## src/rtl/vkqp_pkg.sv

```systemverilog
`timescale 1ns / 1ps
`default_nettype none

package vkqp_pkg;

  localparam int KEY_COUNT   = 8;
  localparam int GROUP_COUNT = 4;
  localparam int KEY_W       = 3;
  localparam int GROUP_W     = 3;
  localparam int ISS_W       = 4;
  localparam int MASK_W      = 8;
  localparam int STATUS_W    = 8;
  localparam int CFG_IDX_W   = 3;
  localparam int CFG_W       = 64;
  localparam int START_W     = 5;

  localparam logic [STATUS_W-1:0] TIMER_MAX     = 8'hff;
  localparam logic [STATUS_W-1:0] STATUS_RESET  = 8'hff;
  localparam logic [STATUS_W-1:0] PRIO_BASE     = 8'd100;
  localparam logic [STATUS_W-1:0] TIMER_RESTART = 8'd1;
  localparam logic [START_W-1:0]  STARTUP_TICKS = 5'd15;

  typedef enum logic [1:0] {
    KIND_STARTUP,
    KIND_FAULT,
    KIND_FIRST,
    KIND_NORMAL
  } tick_kind_e;

  typedef enum logic [1:0] {
    ST_IDLE,
    ST_WALK,
    ST_FINAL
  } state_e;

  typedef enum logic [CFG_IDX_W-1:0] {
    CFG_MIN_VALUES,
    CFG_MAX_VALUES,
    CFG_RESPONSE_TIMES,
    CFG_ANY_VALUE_MASK,
    CFG_GROUPS,
    CFG_PRIORITIES,
    CFG_FORCE_ENABLE,
    CFG_FORCE_KEY
  } cfg_idx_e;

endpackage

`default_nettype wire

```

## src/rtl/vkqp_in_if.sv

```systemverilog
`timescale 1ns / 1ps
`default_nettype none

interface vkqp_in_if import vkqp_pkg::*; ();
  logic                valid;
  logic                ready;
  logic                mode;
  logic [KEY_W-1:0]    key_index;
  logic [STATUS_W-1:0] key_value;
  logic                low_voltage;
  logic                high_voltage;

  modport source (
    output valid, mode, key_index, key_value, low_voltage, high_voltage,
    input  ready
  );
  modport sink (
    input  valid, mode, key_index, key_value, low_voltage, high_voltage,
    output ready
  );
endinterface

`default_nettype wire

```

## src/rtl/vkqp_out_if.sv

```systemverilog
`timescale 1ns / 1ps
`default_nettype none

interface vkqp_out_if import vkqp_pkg::*; ();
  logic              valid;
  logic              ready;
  logic [MASK_W-1:0] pressed_mask;
  logic [1:0]        tick_kind;

  modport source (
    output valid, pressed_mask, tick_kind,
    input  ready
  );
  modport sink (
    input  valid, pressed_mask, tick_kind,
    output ready
  );
endinterface

`default_nettype wire

```

## src/rtl/virtual_key_qualifier_priority_top.sv

```systemverilog
// Virtual key qualifier with per-group priority.
// Input transfers on in_i carry either a key status store (mode 0) or a
// tick (mode 1). A store gives no result. Each tick gives exactly one
// result transfer on out_o with the pressed key mask and the tick kind.
// Configuration registers are written through cfg_we_i, cfg_idx_i and
// cfg_data_i; the user must write them only while the block is idle, and
// the block itself does not enforce this. The first 16 ticks after reset
// and voltage fault ticks give their result in the cycle after the
// transfer. Other ticks walk the eight keys through the key state
// memories, one key per cycle with registered reads, and then resolve
// group priorities; the result is registered in ST_FINAL.
// Reset empties the status and timer memories (every entry reads as 0xff),
// clears the start-up counter, the first sample flag and the held mask.
// The result waits in an output register while the receiver stalls; a new
// item is accepted once that register is free or being emptied.
`timescale 1ns / 1ps
`default_nettype none

module virtual_key_qualifier_priority_top import vkqp_pkg::*; (
  input  wire logic                 clk_i,
  input  wire logic                 rst_ni,
  input  wire logic                 cfg_we_i,
  input  wire logic [CFG_IDX_W-1:0] cfg_idx_i,
  input  wire logic [CFG_W-1:0]     cfg_data_i,
  vkqp_in_if.sink                   in_i,
  vkqp_out_if.source                out_o
);

  logic [CFG_W-1:0]             cfg_min_q, cfg_max_q, cfg_resp_q, cfg_prio_q;
  logic [KEY_COUNT-1:0]         cfg_any_q;
  logic [KEY_COUNT*GROUP_W-1:0] cfg_groups_q;
  logic                         cfg_force_en_q;
  logic [2:0]                   cfg_force_key_q;

  logic [STATUS_W-1:0]   cur_mem [KEY_COUNT];
  logic [2*STATUS_W-1:0] kst_mem [KEY_COUNT];
  logic [KEY_COUNT-1:0]  cur_vld_q, kst_vld_q;
  logic [STATUS_W-1:0]   cur_rd_q;
  logic [2*STATUS_W-1:0] kst_rd_q;
  logic                  cur_rv_q, kst_rv_q;

  state_e               state_q, state_d;
  logic [ISS_W-1:0]     iss_q;
  logic                 p_vld_q;
  logic [KEY_W-1:0]     p_idx_q;
  logic                 first_q;
  logic [KEY_COUNT-1:0] valid_q;
  logic [STATUS_W-1:0]  best_q [2**GROUP_W];
  logic [START_W-1:0]   startup_q;
  logic                 first_done_q;
  logic [MASK_W-1:0]    held_q;
  logic                 out_vld_q;
  logic [MASK_W-1:0]    out_mask_q;
  tick_kind_e           out_kind_q;

  logic                in_acc, out_free, tick_acc, startup_busy, fault, issue;
  logic                out_load;
  logic [STATUS_W-1:0] cur, last, tmr, tmr_new, kmin, kmax, kresp, kprio;
  logic [GROUP_W-1:0]  kgrp;
  logic                hit;
  logic [MASK_W-1:0]   force_bit, final_mask;

  assign out_free     = !out_vld_q || out_o.ready;
  assign in_i.ready   = (state_q == ST_IDLE) && out_free;
  assign in_acc       = in_i.valid && in_i.ready;
  assign tick_acc     = in_acc && in_i.mode;
  assign startup_busy = startup_q <= STARTUP_TICKS;
  assign fault        = in_i.low_voltage || in_i.high_voltage;
  assign issue        = (state_q == ST_WALK) && (iss_q < ISS_W'(KEY_COUNT));
  assign force_bit    = cfg_force_en_q ? (MASK_W'(1) << cfg_force_key_q) : '0;
  assign out_load     = (tick_acc && (startup_busy || fault))
                        || (state_q == ST_FINAL && out_free);

  always_ff @(posedge clk_i or negedge rst_ni) begin
    if (!rst_ni) begin
      cfg_min_q       <= '0;
      cfg_max_q       <= '0;
      cfg_resp_q      <= '0;
      cfg_any_q       <= '0;
      cfg_groups_q    <= '0;
      cfg_prio_q      <= '0;
      cfg_force_en_q  <= 1'b0;
      cfg_force_key_q <= '0;
    end else if (cfg_we_i) begin
      case (cfg_idx_e'(cfg_idx_i))
        CFG_MIN_VALUES:     cfg_min_q       <= cfg_data_i;
        CFG_MAX_VALUES:     cfg_max_q       <= cfg_data_i;
        CFG_RESPONSE_TIMES: cfg_resp_q      <= cfg_data_i;
        CFG_ANY_VALUE_MASK: cfg_any_q       <= cfg_data_i[KEY_COUNT-1:0];
        CFG_GROUPS:         cfg_groups_q    <= cfg_data_i[KEY_COUNT*GROUP_W-1:0];
        CFG_PRIORITIES:     cfg_prio_q      <= cfg_data_i;
        CFG_FORCE_ENABLE:   cfg_force_en_q  <= cfg_data_i[0];
        CFG_FORCE_KEY:      cfg_force_key_q <= cfg_data_i[2:0];
        default: ;
      endcase
    end
  end

  // Key state memories: current status, and {last status, press timer}.
  always_ff @(posedge clk_i) begin
    if (in_acc && !in_i.mode) begin
      cur_mem[in_i.key_index] <= in_i.key_value;
    end
    if (issue) begin
      cur_rd_q <= cur_mem[iss_q[KEY_W-1:0]];
    end
  end

  always_ff @(posedge clk_i) begin
    if (p_vld_q) begin
      kst_mem[p_idx_q] <= {cur, tmr_new};
    end
    if (issue) begin
      kst_rd_q <= kst_mem[iss_q[KEY_W-1:0]];
    end
  end

  always_comb begin
    cur   = cur_rv_q ? cur_rd_q : STATUS_RESET;
    last  = kst_rv_q ? kst_rd_q[2*STATUS_W-1:STATUS_W] : STATUS_RESET;
    tmr   = kst_rv_q ? kst_rd_q[STATUS_W-1:0] : TIMER_MAX;
    kmin  = cfg_min_q[p_idx_q*STATUS_W +: STATUS_W];
    kmax  = cfg_max_q[p_idx_q*STATUS_W +: STATUS_W];
    kresp = cfg_resp_q[p_idx_q*STATUS_W +: STATUS_W];
    kprio = cfg_prio_q[p_idx_q*STATUS_W +: STATUS_W];
    kgrp  = cfg_groups_q[p_idx_q*GROUP_W +: GROUP_W];
    if (first_q) begin
      tmr_new = tmr;
    end else if (cur >= kmin && cur <= kmax) begin
      if (cur != last) begin
        tmr_new = TIMER_RESTART;
      end else if (tmr < TIMER_MAX) begin
        tmr_new = tmr + STATUS_W'(1);
      end else begin
        tmr_new = tmr;
      end
    end else begin
      tmr_new = TIMER_MAX;
    end
    hit = !first_q && (tmr_new == kresp) && (cfg_any_q[p_idx_q] || cur != '0);
  end

  always_comb begin
    final_mask = '0;
    for (int k = 0; k < KEY_COUNT; k++) begin
      if (valid_q[k]
          && cfg_groups_q[k*GROUP_W +: GROUP_W] < GROUP_W'(GROUP_COUNT)
          && cfg_prio_q[k*STATUS_W +: STATUS_W]
             == best_q[cfg_groups_q[k*GROUP_W +: GROUP_W]]) begin
        final_mask[k] = 1'b1;
      end
    end
    if (first_q) begin
      final_mask = '0;
    end
    final_mask = final_mask | force_bit;
  end

  always_comb begin
    state_d = state_q;
    case (state_q)
      ST_IDLE: begin
        if (tick_acc && !startup_busy && !fault) begin
          state_d = ST_WALK;
        end
      end
      ST_WALK: begin
        if (p_vld_q && p_idx_q == KEY_W'(KEY_COUNT - 1)) begin
          state_d = ST_FINAL;
        end
      end
      ST_FINAL: begin
        if (out_free) begin
          state_d = ST_IDLE;
        end
      end
      default: state_d = ST_IDLE;
    endcase
  end

  always_ff @(posedge clk_i or negedge rst_ni) begin
    if (!rst_ni) begin
      state_q <= ST_IDLE;
    end else begin
      state_q <= state_d;
    end
  end

  always_ff @(posedge clk_i or negedge rst_ni) begin
    if (!rst_ni) begin
      cur_vld_q    <= '0;
      kst_vld_q    <= '0;
      cur_rv_q     <= 1'b0;
      kst_rv_q     <= 1'b0;
      iss_q        <= '0;
      p_vld_q      <= 1'b0;
      p_idx_q      <= '0;
      first_q      <= 1'b0;
      valid_q      <= '0;
      startup_q    <= '0;
      first_done_q <= 1'b0;
      held_q       <= '0;
      out_vld_q    <= 1'b0;
      out_mask_q   <= '0;
      out_kind_q   <= KIND_STARTUP;
      for (int g = 0; g < 2**GROUP_W; g++) begin
        best_q[g] <= PRIO_BASE;
      end
    end else begin
      if (out_vld_q && out_o.ready && !out_load) begin
        out_vld_q <= 1'b0;
      end
      if (in_acc && !in_i.mode
          && {1'b0, in_i.key_index} < (KEY_W + 1)'(KEY_COUNT)) begin
        cur_vld_q[in_i.key_index] <= 1'b1;
      end
      if (tick_acc) begin
        if (startup_busy) begin
          startup_q  <= startup_q + START_W'(1);
          out_vld_q  <= 1'b1;
          out_mask_q <= held_q;
          out_kind_q <= KIND_STARTUP;
        end else if (fault) begin
          held_q     <= force_bit;
          out_vld_q  <= 1'b1;
          out_mask_q <= force_bit;
          out_kind_q <= KIND_FAULT;
        end else begin
          iss_q   <= '0;
          first_q <= !first_done_q;
          valid_q <= '0;
          for (int g = 0; g < 2**GROUP_W; g++) begin
            best_q[g] <= PRIO_BASE;
          end
        end
      end
      p_vld_q <= issue;
      if (issue) begin
        iss_q    <= iss_q + ISS_W'(1);
        p_idx_q  <= iss_q[KEY_W-1:0];
        cur_rv_q <= cur_vld_q[iss_q[KEY_W-1:0]];
        kst_rv_q <= kst_vld_q[iss_q[KEY_W-1:0]];
      end
      if (p_vld_q) begin
        kst_vld_q[p_idx_q] <= 1'b1;
        valid_q[p_idx_q]   <= hit;
        if (hit && kgrp < GROUP_W'(GROUP_COUNT) && kprio < best_q[kgrp]) begin
          best_q[kgrp] <= kprio;
        end
      end
      if (state_q == ST_FINAL && out_free) begin
        held_q       <= final_mask;
        out_vld_q    <= 1'b1;
        out_mask_q   <= final_mask;
        out_kind_q   <= first_q ? KIND_FIRST : KIND_NORMAL;
        first_done_q <= 1'b1;
      end
    end
  end

  assign out_o.valid        = out_vld_q;
  assign out_o.pressed_mask = out_mask_q;
  assign out_o.tick_kind    = out_kind_q;

  a_ready_only_idle: assert property (@(posedge clk_i) disable iff (!rst_ni)
    in_i.ready |-> state_q == ST_IDLE)
    else $error("input ready outside idle");

  a_pipe_in_walk: assert property (@(posedge clk_i) disable iff (!rst_ni)
    p_vld_q |-> state_q == ST_WALK)
    else $error("key stage active outside walk");

  a_issue_bound: assert property (@(posedge clk_i) disable iff (!rst_ni)
    iss_q <= ISS_W'(KEY_COUNT))
    else $error("key issue counter overran");

  a_startup_mask: assert property (@(posedge clk_i) disable iff (!rst_ni)
    (out_vld_q && out_kind_q == KIND_STARTUP) |-> out_mask_q == '0)
    else $error("start-up tick reported pressed keys");

endmodule

`default_nettype wire

```

## src/flat_wrapper.sv

```systemverilog
// flat-port wrapper written by rule: the top's interface ports become plain ports
module virtual_key_qualifier_priority_top_flat import vkqp_pkg::*;
  (clk_i, rst_ni, cfg_we_i, cfg_idx_i, cfg_data_i, in_i_valid, in_i_mode, in_i_key_index, in_i_key_value, in_i_low_voltage, in_i_high_voltage, in_i_ready, out_o_valid, out_o_pressed_mask, out_o_tick_kind, out_o_ready);
  vkqp_in_if in_i_i ();
  vkqp_out_if out_o_i ();
  input  wire logic clk_i;
  input  wire logic rst_ni;
  input  wire logic cfg_we_i;
  input  wire logic [CFG_IDX_W-1:0] cfg_idx_i;
  input  wire logic [CFG_W-1:0] cfg_data_i;
  input wire logic [$bits(in_i_i.valid)-1:0] in_i_valid;
  input wire logic [$bits(in_i_i.mode)-1:0] in_i_mode;
  input wire logic [$bits(in_i_i.key_index)-1:0] in_i_key_index;
  input wire logic [$bits(in_i_i.key_value)-1:0] in_i_key_value;
  input wire logic [$bits(in_i_i.low_voltage)-1:0] in_i_low_voltage;
  input wire logic [$bits(in_i_i.high_voltage)-1:0] in_i_high_voltage;
  output wire logic [$bits(in_i_i.ready)-1:0] in_i_ready;
  output wire logic [$bits(out_o_i.valid)-1:0] out_o_valid;
  output wire logic [$bits(out_o_i.pressed_mask)-1:0] out_o_pressed_mask;
  output wire logic [$bits(out_o_i.tick_kind)-1:0] out_o_tick_kind;
  input wire logic [$bits(out_o_i.ready)-1:0] out_o_ready;
  assign in_i_i.valid = in_i_valid;
  assign in_i_i.mode = in_i_mode;
  assign in_i_i.key_index = in_i_key_index;
  assign in_i_i.key_value = in_i_key_value;
  assign in_i_i.low_voltage = in_i_low_voltage;
  assign in_i_i.high_voltage = in_i_high_voltage;
  assign in_i_ready = in_i_i.ready;
  assign out_o_valid = out_o_i.valid;
  assign out_o_pressed_mask = out_o_i.pressed_mask;
  assign out_o_tick_kind = out_o_i.tick_kind;
  assign out_o_i.ready = out_o_ready;
  virtual_key_qualifier_priority_top u_core (.clk_i(clk_i), .rst_ni(rst_ni), .cfg_we_i(cfg_we_i), .cfg_idx_i(cfg_idx_i), .cfg_data_i(cfg_data_i), .in_i(in_i_i), .out_o(out_o_i));
endmodule
```

## config.mk

```make
export PLATFORM = sky130hd
export DESIGN_NAME = virtual_key_qualifier_priority_top_flat
export DESIGN_NICKNAME = d
export VERILOG_FILES = /design/src/rtl/vkqp_pkg.sv /design/src/rtl/vkqp_in_if.sv /design/src/rtl/vkqp_out_if.sv /design/src/rtl/virtual_key_qualifier_priority_top.sv /design/src/flat_wrapper.sv
export SDC_FILE = /design/constraint.sdc
export NUM_CORES = 1
export LEC_CHECK = 0
export ABC_CLOCK_PERIOD_IN_PS = 5400
export BUFFER_PORTS_ARGS = -buffer_cell sky130_fd_sc_hd__buf_4
export CAP_MARGIN = 20
export CORE_MARGIN = 4
export CORE_UTILIZATION = 55
export DETAILED_ROUTE_END_ITERATION = 16
export PLACE_DENSITY = 0.76
export SLEW_MARGIN = 5
export SYNTH_ARGS = -nofsm -noshare
export SYNTH_HDL_FRONTEND = slang
export SYNTH_SLANG_ARGS = --single-unit
```

## constraint.sdc

```tcl
create_clock -name clk_i -period 5.4 [get_ports clk_i]
set_input_delay 0.54 -clock clk_i [delete_from_list [all_inputs] [get_ports clk_i]]
set_output_delay 0.54 -clock clk_i [all_outputs]
set_load 0.02 [all_outputs]
```

* Word level (Yosys, flattened, before mapping)
Memories as Yosys holds them, arrays and structs flattened. A register that Yosys moved wholly into a read port is not among the register bits. Index checks and enable logic that the tools add are counted.
Storage, ports and cells: RAM bits 192, flip-flop bits (word level) 418, output and inout bits 12, memories 2, logic and storage cells 279, input port bits 86
Cells by class: multipliers 1, equality and inequality tests 26, $add $sub $neg 3, mux-type cells 96, order comparisons 30, reduce and logical (&&, ||, !) cells 69, shift-type cells 6, bitwise logic cells 14
Memory list:
- u_core.kst_mem | words 8, bits a word 16, read ports 1, clocked after Yosys merged registers in 1, wr ports 1, RTL line virtual_key_qualifier_priority_top.sv:36 | logic [2*STATUS_W-1:0] kst_mem [KEY_COUNT];
- u_core.cur_mem | words 8, bits a word 8, read ports 1, clocked after Yosys merged registers in 1, wr ports 1, RTL line virtual_key_qualifier_priority_top.sv:35 | logic [STATUS_W-1:0] cur_mem [KEY_COUNT];
Operators by type and width (number):
- 64-bit two-way mux | 5
- 8-bit two-way mux | 39
- 64-bit by 7-bit variable part select with 8-bit output | 4
- 8-bit binary-select mux with 3-bit select | 9
- 8-bit equality test | 9
- 64-bit bitwise mux | 1
- 4-bit >= comparator (second input constant) | 9
- 1-bit logical AND | 36
- 3-bit inverter with 4-bit output | 9
- 3-bit less-than comparator (second input constant) | 9
- 8-bit demux with 3-bit select | 1
- 8-bit bitwise OR | 3
- 24-bit by 6-bit variable part select with 3-bit output | 1
- 1-bit two-way mux | 23
- 2-bit AND reduction | 10
- 4-bit two-way mux | 4
- 3-bit equality test (second input constant) | 5
- 2-bit two-way mux | 7
- 3-bit by 4-bit less-than comparator with 1-bit output (second input constant) | 3
- 3-bit AND reduction | 4
- 2-bit != test (second input constant) | 5
- 1-bit binary-select mux with 3-bit select | 3
- 8-bit by 1-bit adder with 8-bit output (second input constant) | 1
- 8-bit bitwise mux | 1
- 28 further kinds | 44

* Depth between registers and ports, before layout
Gate-level depths: netlist (run 1).
word-level depth 14, gate-level depth with buffers 22, gate-level depth less buffers 16

* Least setup slack after synthesis (run 1)
OpenSTA, ideal clock, no wires.
path type register to register, start register u_core.p_idx_q[1], end register u_core.best_q[41] in the netlist's numbering, stages on the path, launching flop included 21, setup time 0.133 ns, required time 5.267 ns, path buffers 6, path slack 0.542 ns, clock period less this slack 4.858 ns, arrival 4.725 ns, cells stage by stage dfrtp_1 buf_2 buf_2 buf_1 buf_1 buf_2 mux2_2 a22oi_1 o22ai_1 nor2_1 ha_1 nor2b_1 o211ai_1 a211oi_1 or3_1 o32a_1 xor2_1 and4bb_1 buf_4 nand4_4 mux2i_1
Between the ends: longest elaborated chain between the ends 12, elaborated cells between the ends (all ways) 33, classes of those cells 1 x mul; 6 x order compare; 1 x eq/ne; 5 x shift; 12 x mux; 1 x bitwise; 7 x reduce/logical
Ends and longest elaborated chain:
- start, declared | RTL line virtual_key_qualifier_priority_top.sv:45 | logic [KEY_W-1:0] p_idx_q;
- start signal, assigned | RTL line virtual_key_qualifier_priority_top.sv:240 | p_idx_q <= iss_q[KEY_W-1:0];
- 64-bit by 7-bit variable part select with 8-bit output (on tied branches) | RTL line virtual_key_qualifier_priority_top.sv:122, virtual_key_qualifier_priority_top.sv:123
- 8-bit >= comparator or 8-bit <= comparator (tied branches) | RTL line virtual_key_qualifier_priority_top.sv:129 | end else if (cur >= kmin && cur <= kmax) begin
- 1-bit logical AND (*) | RTL line virtual_key_qualifier_priority_top.sv:129
- 8-bit two-way mux (*) | RTL line virtual_key_qualifier_priority_top.sv:129
- 8-bit two-way mux (*) | RTL line virtual_key_qualifier_priority_top.sv:127 | if (first_q) begin
- via u_core.tmr_new[4] | RTL line virtual_key_qualifier_priority_top.sv:58 | logic [STATUS_W-1:0] cur, last, tmr, tmr_new, kmin, kmax, kresp, kprio;
- 8-bit equality test (*) | RTL line virtual_key_qualifier_priority_top.sv:140 | hit = !first_q && (tmr_new == kresp) && (cfg_any_q[p_idx_q] || cur != '0);
- 1-bit logical AND (*) (2 in series) | RTL line virtual_key_qualifier_priority_top.sv:140
- 1-bit logical AND (*) (2 in series) | RTL line virtual_key_qualifier_priority_top.sv:247 | if (hit && kgrp < GROUP_W'(GROUP_COUNT) && kprio < best_q[kgrp]) begin
- 64-bit two-way mux (*) | RTL line virtual_key_qualifier_priority_top.sv:247
- 64-bit two-way mux (*) | RTL line virtual_key_qualifier_priority_top.sv:244 | if (p_vld_q) begin
- end signal, assigned by index | RTL line virtual_key_qualifier_priority_top.sv:248 | best_q[kgrp] <= kprio;
- end, declared | RTL line virtual_key_qualifier_priority_top.sv:48 | logic [STATUS_W-1:0] best_q [2**GROUP_W];
The timed path passes the listed nets; every way through them passes the cells marked *. The select of a mux whose other input is x is not followed. A chain may end at the register's enable or synchronous reset.

* Worst setup path after layout (run 1)
start register u_core.p_idx_q[0], end register u_core.best_q[32] in the netlist's numbering
Between the ends: longest elaborated chain between the ends 12, elaborated cells between the ends (all ways) 33, classes of those cells 1 x mul; 6 x order compare; 1 x eq/ne; 5 x shift; 12 x mux; 1 x bitwise; 7 x reduce/logical
Ends and longest elaborated chain (RTL line):
- parallel branches: the longest is 10 deep, another holds 8-bit less-than comparator
- 64-bit two-way mux (*) | virtual_key_qualifier_priority_top.sv:247
- 64-bit two-way mux (*) | virtual_key_qualifier_priority_top.sv:244
Mark *: on every way between the ends. The select of a mux whose other input is x is not followed.

==> impl_metrics.toml, run 1 <==
[timing]
final_hold_viol_count = 0
setup_violations = 0
fmax_ghz = 0.194
fin_crit_sh_pct = 95.4
slew_viol_final = 0
rsz0062_at_grt = "no"
skew_ns = 0.0239
relSlewSlack_pct = 16.0
tightest_slew_ns = 1.25
timing.final.crit_period_ns = 5.15
setup-tns-final_ns = 0

[worst_setup_path]
cpMaxStageDelayCell = "dfrtp_4"
max_stage_delay_ns = 0.74
required_ns = 5.85
setup.worst_path.end_class = "flip-flop"
setup.worst_path.start = "u_core.p_idx_q[0]"
startpoint_type = "flip-flop"
path_cells = "mux4_2, mux2i_2, nor2_1, a22o_1, a221oi_1, ha_1, a21oi_1, nor2b_1, o21ai_0, nand4b_1, a21oi_1, and4bb_1, buf_4, nand4_4, mux2i_1"
cp_max_fo = 30
regToRegSetupSlack_ns = 0.25
path_class = "reg2reg"
worstPathArrival_ns = 5.60
critPathMostFrequentCell = "a21oi_1"
reg2reg_to = "u_core.best_q[32]"
reg2reg_depth = 15
r2r-start = "u_core.p_idx_q[0]"

[clock_tree]
clock_latency_ns = 0.61
clk_pin_slew_ns = 0.07
cts_root_buf = "clkbuf_16"
cts_made_buffers = 67
htree_levels = 3
cts_resized = 0
cts_tree = "built"
clkSinkCount = 634
clk_path_buf_depth = 3

[routing]
drc = 0
vias_per_cell = 6.61
first_iter_violations = 2232
wirelength_mm = 92.2
vias = 20800
ant_nets = 0
post_drt_wl_per_cell_um = 29.3
firstDrtPassIters = 5

[layout]
mostFrequentLayoutCells = "dfrtp_1 (388), mux2_2 (368), edfxtp_1 (216)"
layout_commonest_cell = "dfrtp_1"
layout-drive-gt1-share_pct = 37.9
syn2layout_area_growth_pct = 13.2
final_nets = 2437
fin_area_um2 = 36100
diodes = 0

[synth]
async_reset_ff_share_pct = 65.9
synth_edf_count = 216
synth_flop_cell = "dfrtp_1"
yosys.area.top_type_share_pct = 30.9
synth_nets = 2336
yosys_register_bits = 634
avgSynthCellArea_um2 = 14.4
yosys.cell_types.count = 74
synth_top_cell_by_area = "dfrtp_1"
yosysSeqAreaShare_pct = 53.2
syn_inst = 2223
ys_warn_count = 0
syn_area_um2 = 31900
synth_area_leaders = "dfrtp_1 (31%), edfxtp_1 (20%), mux2_2 (13%)"

[place]
io_buffers = 97
hpwl_mm = 63.5
place_congestion = 0.960
post_dp_cell_area_um2 = 33700

[pwr]
swShare_pct = 37.1
combPwrFrac_pct = 39.6
irDropWorstVdd_v = 0.000302
p_sw_uw = 7590
p_leak_uw = 0.0143
p_seq_share_pct = 36.8
pwr-share-clk_pct = 23.6
internal-power_uw = 12900
power_density_nw_per_um2 = 566

[min_path]
hp-start = "in_i_key_value[1]"
hold_path.class = "in2reg"
holdPathStages = 1
whs_endpoint = "u_core.cur_mem[0][1]"

[floorplan]
die_height_um = 249
die_x_um = 249
die_area_um2 = 62000
core_area_um2 = 57600
rows = 88
io_pins = 98
initial_core_util_pct = 55.4

[global_route]
grt_usage_pct = 29.4
overflow = 0
grt_max_degree = 111
antenna_found_initial = 1
grt_pass1_vias = 20900
grt_pass1_wl_mm = 137

[status]
outcome = "completed"

[job]
cap_violations = 0
[cell type report]
class / count / area (um^2)
fill: 4161 / 21400
sequential: 634 / 17000
multi-input combinational: 1419 / 14300
clock buffer: 91 / 1930
timing repair buffer: 177 / 1450
tap: 765 / 957
clock inverter: 32 / 405
inverter: 25 / 93.8
[critical path, delay by kind of cell, from the launching register on]
family,cells,cell delay (ns)
buf+inv,1,0.21
mux,3,1.37
compound gates,5,1.37
simple gates,5,0.97
flops,1,0.74
fa+ha+maj,1,0.31
[how the worst max path moves through the flow]
stage / cells after the start / end / slack, ns
6_report: 15 / u_core.best_q[32] / 0.25
5_1_grt: 15 / u_core.best_q[34] / 0.04
4_1_cts: 18 / u_core.best_q[48] / 0.29
3_5_place_dp: 15 / u_core.best_q[32] / 0.31
3_3_place_gp: 18 / u_core.best_q[48] / 0.35
2_1_floorplan: 20 / u_core.best_q[41] / 0.54
[synth_stat cells (29+ instances only)]
cell type / number
dfrtp_1: 394
nand2_1: 86
edfxtp_1: 216
mux2i_1: 134
a21oi_1: 37
nor2_1: 116
o21ai_0: 38
clkbuf_1: 99
xnor2_1: 29
xor2_1: 42
nand2b_1: 44
mux2_2: 368
a22oi_1: 47
mux4_2: 181
[per-stage QoR]
step                hold WS [ns]  total power [uW]  cells  worst slack, ns  util, %
finish                     0.159             20400   3143            0.246     62.8
global route               0.147             21400   3143           0.0353     62.8
CTS                        0.129             20300   3139            0.285     62.6
detailed placement         0.450             15400   3015            0.314     58.5
global placement           0.442             15200   3014            0.349     58.5
floorplan                  0.244             12700   2223            0.542        -
[timing repair]
action,CTS,global route
hold endpoints to repair,66,0
buffers inserted,0,2
setup endpoints to repair,0,1
hold buffers,1,0
[power by group through the flow]
stage | clock network, uW | registers (uW) | logic (uW)
final | 4820 | 7530 | 8090
after global routing | 5090 | 7610 | 8670
after CTS | 4870 | 7580 | 7840
after detailed placement | 0 | 7650 | 7790
after global placement | 0 | 7590 | 7600
after floorplan | 0 | 6920 | 5770
[layer usage]
| metal | vias to the layer above | track usage (%) | wire length, um |
|---|---|---|---|
| li1 | 8689 | - | - |
| met4 | 0 | 10.2 | 3360 |
| met5 | - | 0 | 0 |
| met3 | 164 | 5.08 | 7430 |
| met1 | 10900 | 42.0 | 37900 |
| met2 | 984 | 46.4 | 43500 |
[logic make-up after synthesis]
kind of cell / count (synthesis) / synth area share, %
compound gates: 219 / 4.71
xor+xnor: 71 / 1.95
fa+ha+maj: 27 / 1.06
buf+inv: 170 / 2.13
flops: 634 / 53.2
mux: 686 / 30.1
simple gates: 416 / 6.85
[state kept, by name (all words and copies together), names as in the netlist, 2 cells and up]
| signal | flops |
|---|---|
| u_core.kst_mem | 128 |
| u_core.best_q | 64 |
| u_core.cfg_max_q | 64 |
| u_core.cfg_min_q | 64 |
| u_core.cfg_prio_q | 64 |
| u_core.cfg_resp_q | 64 |
| u_core.cur_mem | 64 |
| u_core.cfg_groups_q | 24 |
| u_core.kst_rd_q | 16 |
| u_core.cfg_any_q | 8 |
| u_core.cur_rd_q | 8 |
| u_core.cur_vld_q | 8 |
| u_core.held_q | 8 |
| u_core.kst_vld_q | 8 |
| u_core.out_o.pressed_mask | 8 |
| u_core.valid_q | 8 |
| u_core.startup_q | 5 |
| u_core.iss_q | 4 |
| u_core.cfg_force_key_q | 3 |
| u_core.p_idx_q | 3 |
| u_core.out_o.tick_kind | 2 |
| u_core.state_q | 2 |
(Power assumes the default switching activity.)
==> run 2, diff against run 1 <==
- CAP_MARGIN: 20 -> 15
- PLACE_DENSITY: 0.76 -> 0.72
==> impl_metrics.toml, run 2 (synthesized netlist as in run 1, its figures left out) <==
[place]
hpwl_mm = 62.3
place_congestion = 0.948
post_dp_cell_area_um2 = 33600
io_buffers = 97
pre_cts_slack_ns = 0.00704

[layout]
mostFrequentLayoutCells = "dfrtp_1 (389), mux2_2 (368), edfxtp_1 (216)"
fin_util_pct = 62.3
fin_area_um2 = 35900
regMostFlops = "u_core.kst_mem"
layout-drive-gt1-share_pct = 37.4
largest_reg_flops = 128
layout_commonest_cell = "dfrtp_1"
num-fill-cells = 4247
diodes = 0
syn2layout_area_growth_pct = 12.4
final_nets = 2420

[timing]
rsz0062_at_grt = "no"
relSlewSlack_pct = 22.2
final_hold_viol_count = 0
fin_crit_sh_pct = 96.4
slew_viol_final = 0
setup_violations = 0
fmax_ghz = 0.192
tightest_slew_ns = 1.16
timing.final.crit_period_ns = 5.20
skew_ns = 0.0331
fin_ws_ns = 0.197
setup-tns-final_ns = 0

[routing]
vias = 20600
post_drt_wl_per_cell_um = 29.5
wirelength_mm = 92.0
ant_nets = 0
vias_per_cell = 6.61
drc = 0
first_iter_violations = 1963
firstDrtPassIters = 6

[worst_setup_path]
cp_max_fo = 25
reg2reg_depth = 16
startpoint_type = "flip-flop"
worstPathArrival_ns = 5.64
r2r-start = "u_core.p_idx_q[0]"
crit_path_end = "u_core.best_q[33]"
reg2reg_to = "u_core.best_q[33]"
regToRegSetupSlack_ns = 0.20
setup.worst_path.start = "u_core.p_idx_q[0]"
required_ns = 5.84
setup.worst_path.end_class = "flip-flop"
path_class = "reg2reg"

[clock_tree]
cts_tree = "built"
cts_root_buf = "clkbuf_16"
clock_latency_ns = 0.62
htree_levels = 3
ctsHoldBuffers = 0
clk_path_buf_depth = 3
cts_made_buffers = 67
clk_pin_slew_ns = 0.06
clkSinkCount = 634

[floorplan]
io_pins = 98
core_area_um2 = 57600
die_area_um2 = 62000
die_height_um = 249
die_x_um = 249
initial_core_util_pct = 55.4
rows = 88

[global_route]
overflow = 0
antenna_found_initial = 2
grt_pass1_vias = 20800
grt_usage_pct = 29.3
grt_max_degree = 118
grt_pass1_wl_mm = 138

[job]
cap_violations = 0

[pwr]
irDropWorstVdd_v = 0.000303
power_density_nw_per_um2 = 564
total_power_uw = 20200
p_leak_uw = 0.0141

[min_path]
hold_path.class = "in2async"

[status]
outcome = "completed"
-- run 2: cell count changes in the layout (fill, tap and decap cells not counted), sizes merged --
| cell | before | now |
|---|---|---|
| bufinv | 6 | 5 |
| inv | 27 | 28 |
| clkinvlp | 3 | 7 |
| clkinv | 21 | 11 |
| clkbuf | 91 | 90 |
| buf | 176 | 160 |
| dlygate4sd3 | 1 | 0 |
-- run 2: layout make-up --
type	count	area (um^2)	share of cell area, %
clock buffers	90	1920	5.34
clock inverters	26	319	0.889
inverters	25	93.8	0.262
multi-input cells	1419	14300	39.9
flip-flops and latches	634	17000	47.3
well taps	765	957	2.67
repair buffers	160	1290	3.60
-- run 2: critical path: stages, from the launching register on --
cell	delay, ns
dfrtp_4	0.61
buf_12	0.24
mux4_2	0.53
mux2i_2	0.26
buf_4	0.35
nor2_1	0.19
a22o_1	0.28
a221oi_1	0.29
ha_1	0.29
a21oi_1	0.13
nor2b_1	0.06
o21ai_0	0.15
nand4b_1	0.11
a21oi_1	0.44
and4bb_2	0.58
nand4_4	0.30
mux2i_1	0.20
-- run 2: metal layers --
layer / global-route usage, % / vias to the layer above / wire length (um)
met5: 0 / - / 26
met4: 8.64 / 4 / 2930
met3: 5.90 / 177 / 7470
met2: 47.6 / 1005 / 44500
met1: 40.8 / 10800 / 37100
li1: - / 8643 / -
-- run 2: what timing repair did --
| action | CTS | global route |
|---|---|---|
| buffers inserted | 0 | 1 |
| gates resized for setup | 1 | 0 |
| setup endpoints to repair | 5 | 32 |
-- run 2: power by group --
group	switching [uW]	total [uW]	internal [uW]
Clock	1930	4680	2750
Combinational	4360	7970	3600
Sequential	1230	7580	6350
Total	7530	20200	12700
-- run 2: worst min-delay path by stage --
stage / start / to / slack (ns) / cells past startpoint
after detailed placement: u_core.first_done_q / u_core.first_done_q / 0.45 / 1
after floorplan: rst_ni / u_core.best_q[0] / 0.24 / 0
after global routing: rst_ni / u_core.best_q[20] / 0.07 / 1
after global placement: u_core.cur_vld_q[7] / u_core.cur_vld_q[7] / 0.44 / 1
after CTS: rst_ni / u_core.best_q[11] / 0.06 / 1
final: rst_ni / u_core.best_q[20] / 0.01 / 1
-- run 2: per-stage QoR --
stage | instances | hold WS, ns
floorplan | 2223 | 0.244
global placement | 3001 | 0.443
detailed placement | 3001 | 0.447
CTS | 3117 | 0.0639
global route | 3119 | 0.0738
finish | 3119 | 0.0103
